===== src/hw/rtl/cbm_pkg.sv =====
// ----------------------------------------------------------------------------
// cbm_pkg
// Shared types and codes for the cartridge bank mapper: access opcodes,
// result targets, mapper kinds, register indexes and the banking state.
// ----------------------------------------------------------------------------
package cbm_pkg;

   localparam int unsigned OPCODE_W    = 2;
   localparam int unsigned ADDRESS_W   = 16;
   localparam int unsigned VALUE_W     = 8;
   localparam int unsigned TARGET_W    = 2;
   localparam int unsigned MEM_ADDR_W  = 23;
   localparam int unsigned KIND_W      = 2;
   localparam int unsigned ROM_BANK_W  = 9;
   localparam int unsigned RAM_BANK_W  = 8;
   localparam int unsigned CSR_ADDR_W  = 3;
   localparam int unsigned CSR_DATA_W  = 32;

   // bank sizes: 16 KiB ROM banks, 8 KiB RAM banks
   localparam int unsigned ROM_BANK_BYTES = 16384;
   localparam int unsigned RAM_BANK_BYTES = 8192;
   localparam int unsigned ROM_OFS_W      = $clog2(ROM_BANK_BYTES);
   localparam int unsigned RAM_OFS_W      = $clog2(RAM_BANK_BYTES);

   // access opcodes
   localparam logic [OPCODE_W-1:0] OP_CTRL_WRITE = 2'd0;
   localparam logic [OPCODE_W-1:0] OP_ROM_READ   = 2'd1;
   localparam logic [OPCODE_W-1:0] OP_RAM_READ   = 2'd2;
   localparam logic [OPCODE_W-1:0] OP_RAM_WRITE  = 2'd3;

   // result targets
   localparam logic [TARGET_W-1:0] TGT_NONE = 2'd0;
   localparam logic [TARGET_W-1:0] TGT_ROM  = 2'd1;
   localparam logic [TARGET_W-1:0] TGT_RAM  = 2'd2;

   // mapper kinds
   localparam logic [KIND_W-1:0] KIND_MBC1 = 2'd0;
   localparam logic [KIND_W-1:0] KIND_MBC3 = 2'd1;
   localparam logic [KIND_W-1:0] KIND_MBC5 = 2'd2;

   // register indexes
   localparam logic REG_MAPPER_KIND   = 1'b0;
   localparam logic REG_ROM_BANK_MASK = 1'b1;

   // reset values
   localparam logic [KIND_W-1:0]     MAPPER_KIND_RST   = KIND_MBC1;
   localparam logic [ROM_BANK_W-1:0] ROM_BANK_MASK_RST = 9'd127;
   localparam logic [ROM_BANK_W-1:0] ROM_BANK_RST      = 9'd1;
   localparam logic [RAM_BANK_W-1:0] RAM_BANK_RST      = 8'd0;

   // control region bounds
   localparam logic [ADDRESS_W-1:0] CTRL_RAM_EN_END   = 16'h2000;
   localparam logic [ADDRESS_W-1:0] CTRL_ROM_LO_END   = 16'h3000;
   localparam logic [ADDRESS_W-1:0] CTRL_ROM_BANK_END = 16'h4000;
   localparam logic [ADDRESS_W-1:0] CTRL_RAM_BANK_END = 16'h6000;

   localparam logic [3:0]         RAM_EN_KEY    = 4'hA;
   localparam logic [VALUE_W-1:0] RAM_EN_KEY_B  = 8'h0A;
   localparam logic [RAM_BANK_W-1:0] MBC3_RAM_BANK_MAX = 8'd3;

   typedef struct packed {
      logic                  ram_enable;
      logic [ROM_BANK_W-1:0] rom_bank;
      logic [RAM_BANK_W-1:0] ram_bank;
      logic                  banking_mode;
   } bank_state_type;

   typedef struct packed {
      logic [KIND_W-1:0]     mapper_kind;
      logic [ROM_BANK_W-1:0] rom_bank_mask;
   } cfg_type;

endpackage


===== src/hw/rtl/cbm_csr.sv =====
// ----------------------------------------------------------------------------
// cbm_csr
// APB-style configuration registers: mapper kind and ROM bank mask.
// ----------------------------------------------------------------------------
module cbm_csr (
   input  logic                           clock,
   input  logic                           reset,
   input  logic                           csr_psel,
   input  logic                           csr_penable,
   input  logic                           csr_pwrite,
   input  logic [cbm_pkg::CSR_ADDR_W-1:0] csr_paddr,
   input  logic [cbm_pkg::CSR_DATA_W-1:0] csr_pwdata,
   output logic [cbm_pkg::CSR_DATA_W-1:0] csr_prdata,
   output logic                           csr_pready,
   output cbm_pkg::cfg_type               cfg
);
   import cbm_pkg::*;

   logic [KIND_W-1:0]     kind_ff, kind_in;
   logic [ROM_BANK_W-1:0] mask_ff, mask_in;
   logic                  wr_en;
   logic                  reg_sel;

   assign csr_pready = 1'b1;
   assign wr_en      = csr_psel & csr_penable & csr_pwrite & csr_pready;
   assign reg_sel    = csr_paddr[2];

   always_comb begin
      kind_in = kind_ff;
      mask_in = mask_ff;
      if (wr_en) begin
         case (reg_sel)
            REG_MAPPER_KIND:   kind_in = csr_pwdata[KIND_W-1:0];
            REG_ROM_BANK_MASK: mask_in = csr_pwdata[ROM_BANK_W-1:0];
            default: ;
         endcase
      end
   end

   always_ff @(posedge clock) begin
      if (reset) begin
         kind_ff <= MAPPER_KIND_RST;
         mask_ff <= ROM_BANK_MASK_RST;
      end else begin
         kind_ff <= kind_in;
         mask_ff <= mask_in;
      end
   end

   always_comb begin
      csr_prdata = '0;
      case (reg_sel)
         REG_MAPPER_KIND:   csr_prdata = {{(CSR_DATA_W-KIND_W){1'b0}}, kind_ff};
         REG_ROM_BANK_MASK: csr_prdata = {{(CSR_DATA_W-ROM_BANK_W){1'b0}}, mask_ff};
         default:           csr_prdata = '0;
      endcase
   end

   assign cfg.mapper_kind   = kind_ff;
   assign cfg.rom_bank_mask = mask_ff;

endmodule


===== src/hw/rtl/cbm_bank_state.sv =====
// ----------------------------------------------------------------------------
// cbm_bank_state
// Banking state registers and the per-mapper control write decode.
// ----------------------------------------------------------------------------
module cbm_bank_state (
   input  logic                          clock,
   input  logic                          reset,
   input  logic                          ctrl_wr,
   input  logic [cbm_pkg::ADDRESS_W-1:0] ctrl_address,
   input  logic [cbm_pkg::VALUE_W-1:0]   ctrl_value,
   input  cbm_pkg::cfg_type              cfg,
   output cbm_pkg::bank_state_type       bank
);
   import cbm_pkg::*;

   bank_state_type state_ff, state_in;
   logic           in_ram_en, in_rom_lo, in_rom_bank, in_ram_bank;
   logic [4:0]     mbc1_lo;
   logic [6:0]     mbc3_lo;
   logic [1:0]     mbc1_hi;

   assign in_ram_en   = ctrl_address < CTRL_RAM_EN_END;
   assign in_rom_lo   = ctrl_address < CTRL_ROM_LO_END;
   assign in_rom_bank = ctrl_address < CTRL_ROM_BANK_END;
   assign in_ram_bank = ctrl_address < CTRL_RAM_BANK_END;

   // zero bank select maps to bank one
   assign mbc1_lo = (ctrl_value[4:0] == 5'd0) ? 5'd1 : ctrl_value[4:0];
   assign mbc3_lo = (ctrl_value[6:0] == 7'd0) ? 7'd1 : ctrl_value[6:0];
   assign mbc1_hi = ctrl_value[1:0];

   always_comb begin
      state_in = state_ff;
      if (ctrl_wr) begin
         case (cfg.mapper_kind)
            KIND_MBC1: begin
               if (in_ram_en) begin
                  state_in.ram_enable = ctrl_value[3:0] == RAM_EN_KEY;
               end else if (in_rom_bank) begin
                  state_in.rom_bank = {1'b0, state_ff.rom_bank[7:5], mbc1_lo};
               end else if (in_ram_bank) begin
                  if (state_ff.banking_mode) begin
                     state_in.ram_bank = {6'd0, mbc1_hi};
                  end else begin
                     state_in.rom_bank = {2'b00, mbc1_hi, state_ff.rom_bank[4:0]}
                                         & cfg.rom_bank_mask;
                  end
               end else begin
                  state_in.banking_mode = ctrl_value[0];
               end
            end
            KIND_MBC3: begin
               if (in_ram_en) begin
                  state_in.ram_enable = ctrl_value[3:0] == RAM_EN_KEY;
               end else if (in_rom_bank) begin
                  state_in.rom_bank = {2'b00, mbc3_lo};
               end else if (in_ram_bank) begin
                  state_in.ram_bank = ctrl_value;
               end
            end
            KIND_MBC5: begin
               if (in_ram_en) begin
                  state_in.ram_enable = ctrl_value == RAM_EN_KEY_B;
               end else if (in_rom_lo) begin
                  state_in.rom_bank = {state_ff.rom_bank[8], ctrl_value};
               end else if (in_rom_bank) begin
                  state_in.rom_bank = {ctrl_value[0], state_ff.rom_bank[7:0]};
               end else if (in_ram_bank) begin
                  state_in.ram_bank = {state_ff.ram_bank[7:4], ctrl_value[3:0]};
               end
            end
            default: ;  // unknown kind ignores control writes
         endcase
      end
   end

   always_ff @(posedge clock) begin
      if (reset) begin
         state_ff.ram_enable   <= 1'b0;
         state_ff.rom_bank     <= ROM_BANK_RST;
         state_ff.ram_bank     <= RAM_BANK_RST;
         state_ff.banking_mode <= 1'b0;
      end else begin
         state_ff <= state_in;
      end
   end

   assign bank = state_ff;

endmodule


===== src/hw/rtl/cbm_result_stage.sv =====
// ----------------------------------------------------------------------------
// cbm_result_stage
// Physical address mapping for one access and the result register.
// ----------------------------------------------------------------------------
module cbm_result_stage (
   input  logic                           clock,
   input  logic                           reset,
   input  logic                           req_valid,
   output logic                           req_ready,
   input  logic [cbm_pkg::OPCODE_W-1:0]   req_opcode,
   input  logic [cbm_pkg::ADDRESS_W-1:0]  req_address,
   input  logic [cbm_pkg::VALUE_W-1:0]    req_value,
   input  cbm_pkg::bank_state_type        bank,
   input  cbm_pkg::cfg_type               cfg,
   output logic                           rsp_valid,
   input  logic                           rsp_ready,
   output logic [cbm_pkg::TARGET_W-1:0]   rsp_target,
   output logic [cbm_pkg::MEM_ADDR_W-1:0] rsp_mem_address,
   output logic                           rsp_mem_write,
   output logic [cbm_pkg::VALUE_W-1:0]    rsp_write_data
);
   import cbm_pkg::*;

   logic                  valid_ff, valid_in;
   logic [TARGET_W-1:0]   target_ff, target_in;
   logic [MEM_ADDR_W-1:0] addr_ff, addr_in;
   logic                  write_ff, write_in;
   logic [VALUE_W-1:0]    data_ff, data_in;
   logic                  accept;
   logic                  ram_mapped;

   assign req_ready = ~valid_ff | rsp_ready;
   assign accept    = req_valid & req_ready;

   assign ram_mapped = bank.ram_enable &
                       ~((cfg.mapper_kind == KIND_MBC3) & (bank.ram_bank > MBC3_RAM_BANK_MAX));

   always_comb begin
      target_in = TGT_NONE;
      addr_in   = '0;
      write_in  = 1'b0;
      data_in   = '0;
      case (req_opcode)
         OP_CTRL_WRITE: ;
         OP_ROM_READ: begin
            target_in = TGT_ROM;
            addr_in   = {bank.rom_bank, req_address[ROM_OFS_W-1:0]};
         end
         OP_RAM_READ, OP_RAM_WRITE: begin
            if (ram_mapped) begin
               target_in = TGT_RAM;
               addr_in   = {{(MEM_ADDR_W-RAM_BANK_W-RAM_OFS_W){1'b0}},
                            bank.ram_bank, req_address[RAM_OFS_W-1:0]};
               if (req_opcode == OP_RAM_WRITE) begin
                  write_in = 1'b1;
                  data_in  = req_value;
               end
            end
         end
         default: ;
      endcase
   end

   always_comb begin
      valid_in = valid_ff;
      if (accept) begin
         valid_in = 1'b1;
      end else if (rsp_ready) begin
         valid_in = 1'b0;
      end
   end

   always_ff @(posedge clock) begin
      if (reset) begin
         valid_ff <= 1'b0;
      end else begin
         valid_ff <= valid_in;
      end
   end

   always_ff @(posedge clock) begin
      if (accept) begin
         target_ff <= target_in;
         addr_ff   <= addr_in;
         write_ff  <= write_in;
         data_ff   <= data_in;
      end
   end

   assign rsp_valid       = valid_ff;
   assign rsp_target      = target_ff;
   assign rsp_mem_address = addr_ff;
   assign rsp_mem_write   = write_ff;
   assign rsp_write_data  = data_ff;

endmodule


===== src/hw/rtl/cartridge_bank_mapper_unit.sv =====
// ----------------------------------------------------------------------------
// cartridge_bank_mapper_unit
// The result is registered and valid in the cycle after the request is accepted.
// Throughput: one request per cycle; a held result stalls the input in the same cycle.
// A control write updates the banking state at its acceptance edge, so the
// next request sees it. Synchronous reset restores the banking state and configuration
// registers to reset values and clears the result valid; the payload is not reset.
// ----------------------------------------------------------------------------
module cartridge_bank_mapper_unit (
   input  logic                           clock,
   input  logic                           reset,
   input  logic                           req_valid,
   output logic                           req_ready,
   input  logic [cbm_pkg::OPCODE_W-1:0]   req_opcode,
   input  logic [cbm_pkg::ADDRESS_W-1:0]  req_address,
   input  logic [cbm_pkg::VALUE_W-1:0]    req_value,
   output logic                           rsp_valid,
   input  logic                           rsp_ready,
   output logic [cbm_pkg::TARGET_W-1:0]   rsp_target,
   output logic [cbm_pkg::MEM_ADDR_W-1:0] rsp_mem_address,
   output logic                           rsp_mem_write,
   output logic [cbm_pkg::VALUE_W-1:0]    rsp_write_data,
   input  logic                           csr_psel,
   input  logic                           csr_penable,
   input  logic                           csr_pwrite,
   input  logic [cbm_pkg::CSR_ADDR_W-1:0] csr_paddr,
   input  logic [cbm_pkg::CSR_DATA_W-1:0] csr_pwdata,
   output logic [cbm_pkg::CSR_DATA_W-1:0] csr_prdata,
   output logic                           csr_pready
);
   import cbm_pkg::*;

   cfg_type        cfg;
   bank_state_type bank;
   logic           ctrl_wr;

   assign ctrl_wr = req_valid & req_ready & (req_opcode == OP_CTRL_WRITE);

   cbm_csr u_csr (
      .clock       (clock),
      .reset       (reset),
      .csr_psel    (csr_psel),
      .csr_penable (csr_penable),
      .csr_pwrite  (csr_pwrite),
      .csr_paddr   (csr_paddr),
      .csr_pwdata  (csr_pwdata),
      .csr_prdata  (csr_prdata),
      .csr_pready  (csr_pready),
      .cfg         (cfg)
   );

   cbm_bank_state u_bank_state (
      .clock        (clock),
      .reset        (reset),
      .ctrl_wr      (ctrl_wr),
      .ctrl_address (req_address),
      .ctrl_value   (req_value),
      .cfg          (cfg),
      .bank         (bank)
   );

   cbm_result_stage u_result_stage (
      .clock           (clock),
      .reset           (reset),
      .req_valid       (req_valid),
      .req_ready       (req_ready),
      .req_opcode      (req_opcode),
      .req_address     (req_address),
      .req_value       (req_value),
      .bank            (bank),
      .cfg             (cfg),
      .rsp_valid       (rsp_valid),
      .rsp_ready       (rsp_ready),
      .rsp_target      (rsp_target),
      .rsp_mem_address (rsp_mem_address),
      .rsp_mem_write   (rsp_mem_write),
      .rsp_write_data  (rsp_write_data)
   );

endmodule


===== config.mk =====
export PLATFORM = sky130hd
export DESIGN_NAME = cartridge_bank_mapper_unit
export DESIGN_NICKNAME = d
export VERILOG_FILES = /design/src/hw/rtl/cbm_pkg.sv /design/src/hw/rtl/cbm_csr.sv /design/src/hw/rtl/cbm_bank_state.sv /design/src/hw/rtl/cbm_result_stage.sv /design/src/hw/rtl/cartridge_bank_mapper_unit.sv
export SDC_FILE = /design/constraint.sdc
export NUM_CORES = 1
export LEC_CHECK = 0
export ABC_AREA = 1
export BUFFER_PORTS_ARGS = -buffer_cell sky130_fd_sc_hd__buf_2
export CAP_MARGIN = 0
export CORE_ASPECT_RATIO = 0.9
export CORE_MARGIN = 2
export CORE_UTILIZATION = 40
export DETAILED_ROUTE_END_ITERATION = 10
export PLACE_DENSITY = 0.68
export SYNTH_ARGS = -nofsm -noshare
export SYNTH_HDL_FRONTEND = slang
export SYNTH_SLANG_ARGS = --single-unit
export TNS_END_PERCENT = 5

===== constraint.sdc =====
create_clock -name clock -period 1.77 [get_ports clock]
set_input_delay 0.354 -clock clock [delete_from_list [all_inputs] [get_ports clock]]
set_output_delay 0.354 -clock clock [all_outputs]
set_load 0.005 [all_outputs]

==> out/qor.txt <==
Status -> finished, final reports clean
# DRC -> 0
Worst reg2reg path depth -> 11
Top-area cell type share of the netlist area -> 0.298
Leakage -> 2.13 nW
Dominant cell type by area after synthesis -> edfxtp_1
Largest net degree at the start of global routing -> 35
H-Tree Depth -> 3
Max cap viols -> 0
Rows -> 32
Worst-Skew Late Latency -> 360 ps
Reg2reg start -> u_csr.kind_ff[1]$_SDFFE_PP0P_
Synth unique cells -> 31
IO Pins -> 137
Number of antenna violations at the first check in global routing -> 0
GRT Total Usage -> 0.175
WHS Path Cells -> 2
Hold WC Path Type -> input port to register
Clock sinks -> 65
Tcrit/Tclk final -> 0.916
FMAX -> 617 MHz
Arr. time, crit path -> 1880 ps
Top cells by area, synth -> edfxtp_1, dfxtp_1, nand2_1, nor2_1, inv_1
Root buf cell -> clkbuf_8
Switching Fraction -> 0.275
Reg2reg setup slack -> 150 ps
Routability cong. -> 0.841
WP data required -> 2030 ps
First-pass GRT wire length -> 12.6 mm
Post-Place Worst Slack -> -46.9 ps
Critical Path Slowest Stage Cell -> dfxtp_2
Int Power -> 0.00249 W
Worst Path Max Fanout -> 8
Cts hold-fix bufs -> 0
Yosys warning total -> 0
Die area -> 0.00933 mm²
Setup violations, final -> 0
Core Region -> 0.00845 mm²
Syn avg cell area -> 7.80 µm²
Dpl hpwl -> 6.03 mm
TritonCTS clock tree -> done
Buffers & Inverters on Critical Path -> 3
Max rail drop VDD -> 441 µV
Final-report hold violation count -> 0
Psw -> 0.000943 W
Register area share after synthesis -> 0.478
Initial Util -> 0.406
Top delay family on crit path -> simple AND/OR/NAND/NOR gates
RSZ-0062 raised after global routing -> false
# port buffers -> 87
Final WS setup -> 149 ps
Share of cells above drive strength 1 -> 0.274
Pwr Total -> 0.00343 W
Reg power frac -> 0.489
CTS max path bufs -> 2
Hold wc startpoint -> reset
Slowest stage delay, CP -> 340 ps
Comb power frac -> 0.131
Final instance area -> 0.00419 mm²
Vias in the first global route -> 2667
Fillers -> 852
Post-Route WL -> 7.84 mm
Critical Path End Type -> register
CP startpoint kind -> register
1st-iter DRT viols -> 149
Die width -> 102 µm
DR pass1 iterations -> 4
Commonest non-fill, non-tap cell in the layout -> nand2_1
Area grow syn2layout -> 22.2%
CTS buffer count -> 9
Total number of vias -> 2907
Crit path cell chain -> inv_1 -> ha_2 -> buf_12 -> nand3_1 -> nand2_2 -> inv_2 -> nand2_1 -> nor2_4 -> nand2_1 -> nand2_1 -> nor2_1
Non-filler cells, final -> 662
Wire length per cell -> 11.8 µm
Worst clock skew -> 9.74 ps
Post-route ant nets -> 0
Clk pwr share -> 0.381
Placed cells -> 646
Post-DP Area -> 0.00398 mm²
Via-to-Cell Ratio -> 4.39
Pwr per Cell Area -> 818 mW/mm²
Worst min-delay path endpoint -> u_result_stage.rsp_valid$_SDFFE_PP0P_
Most frequent cells in the layout -> nand2_1, buf_2, nor2_1
Hold WS -> 151 ps
Clock transition at path regs -> 80 ps
Antenna Cells -> 0
Post-synthesis instance total -> 440
Die Height -> 91.9 µm
GRT overflow -> 0
CP dominant cell by count -> nand2_1
Synthesized area -> 0.00343 mm²
Crit Path Category -> register to register
Slew Limit Fails -> 0
Yosys reg bits -> 65
Worst reg2reg endpoint -> u_bank_state.bank[1]$_SDFFE_PP0P_
Final net count -> 610
Fin crit period -> 1620 ps
kinds of logic after synthesis:
group           synth area share
fa+ha+maj                 0.0146
other cells              0.00219
buf+inv                    0.135
compound gates            0.0598
flops                      0.478
simple gates               0.310
cells in the mapped netlist (all sizes together):
library cell	count
inv	59
ha	4
and3	2
clkbuf	4
nand4	4
a21oi	12
buf	29
clkinv	2
o21ai	25
nand3	38
nand2	102
nor2	87
conb	2
a21o	1
edfxtp	34
a22o	1
and2	1
dfxtp	31
nor3	2
area by class of cell:
cell class	count	area [µm²]	area share
clock inverters	7	77.6	0.0185
clock buffers	9	124	0.0295
inverters	61	234	0.0558
flip-flops and latches	65	1640	0.392
well taps	119	149	0.0355
repair buffers	98	543	0.130
multi-input cells	303	1420	0.339
sequential cells by signal (all words and copies together), names as in the netlist:
name / count
u_csr.mask_ff: 9
u_csr.kind_ff: 2
u_bank_state.bank: 19
u_result_stage.rsp_valid: 1
u_result_stage.rsp_write_data: 8
u_result_stage.rsp_target: 2
u_result_stage.rsp_mem_write: 1
u_result_stage.rsp_mem_address: 23
power by group through the flow:
stage / clock network (W) / logic (W) / registers, W
2_1_floorplan: 0 / 0.000286 / 0.00172
3_3_place_gp: 0 / 0.000442 / 0.00171
3_5_place_dp: 0 / 0.000446 / 0.00171
4_1_cts: 0.00133 / 0.000448 / 0.00168
5_1_grt: 0.00138 / 0.000507 / 0.00168
6_report: 0.00131 / 0.000448 / 0.00168
per-stage QoR:
stage,utilization,TNS [ps]
after floorplan,-,0
after global placement,0.471,0
after detailed placement,0.471,-251
after CTS,0.495,0
after global routing,0.496,0
final,0.496,0
metal layers:
| layer | wire [µm] | share of wire | global-route usage |
|---|---|---|---|
| met5 | 0 | 0 | 0 |
| met4 | 104 | 0.013 | 0.0552 |
| met3 | 610 | 0.078 | 0.0457 |
| met2 | 3460 | 0.44 | 0.281 |
| met1 | 3670 | 0.47 | 0.229 |
worst max-delay path by stage:
| stage | startpoint | endpoint | cells after the start |
|---|---|---|---|
| global route | u_csr.kind_ff[0]$_SDFFE_PP0P_ | u_bank_state.bank[2]$_SDFFE_PP0P_ | 8 |
| CTS | u_csr.kind_ff[1]$_SDFFE_PP0P_ | u_bank_state.bank[1]$_SDFFE_PP0P_ | 11 |
| floorplan | rsp_ready | u_result_stage.rsp_mem_address[0]$_DFFE_PP_ | 4 |
| detailed placement | u_csr.kind_ff[1]$_SDFFE_PP0P_ | u_result_stage.rsp_write_data[1]$_SDFFCE_PN0P_ | 6 |
| global placement | u_csr.kind_ff[1]$_SDFFE_PP0P_ | u_result_stage.rsp_write_data[2]$_SDFFCE_PN0P_ | 6 |
| finish | u_csr.kind_ff[1]$_SDFFE_PP0P_ | u_bank_state.bank[1]$_SDFFE_PP0P_ | 11 |
repair_timing:
| action | in CTS | in global routing |
|---|---|---|
| pin swaps | 0 | 1 |
| endpoints found under the setup margin | 17 | 10 |
| resized for setup | 1 | 5 |
| setup buffers | 0 | 0 |
Note: power is estimated with default switching activity, not from simulation.
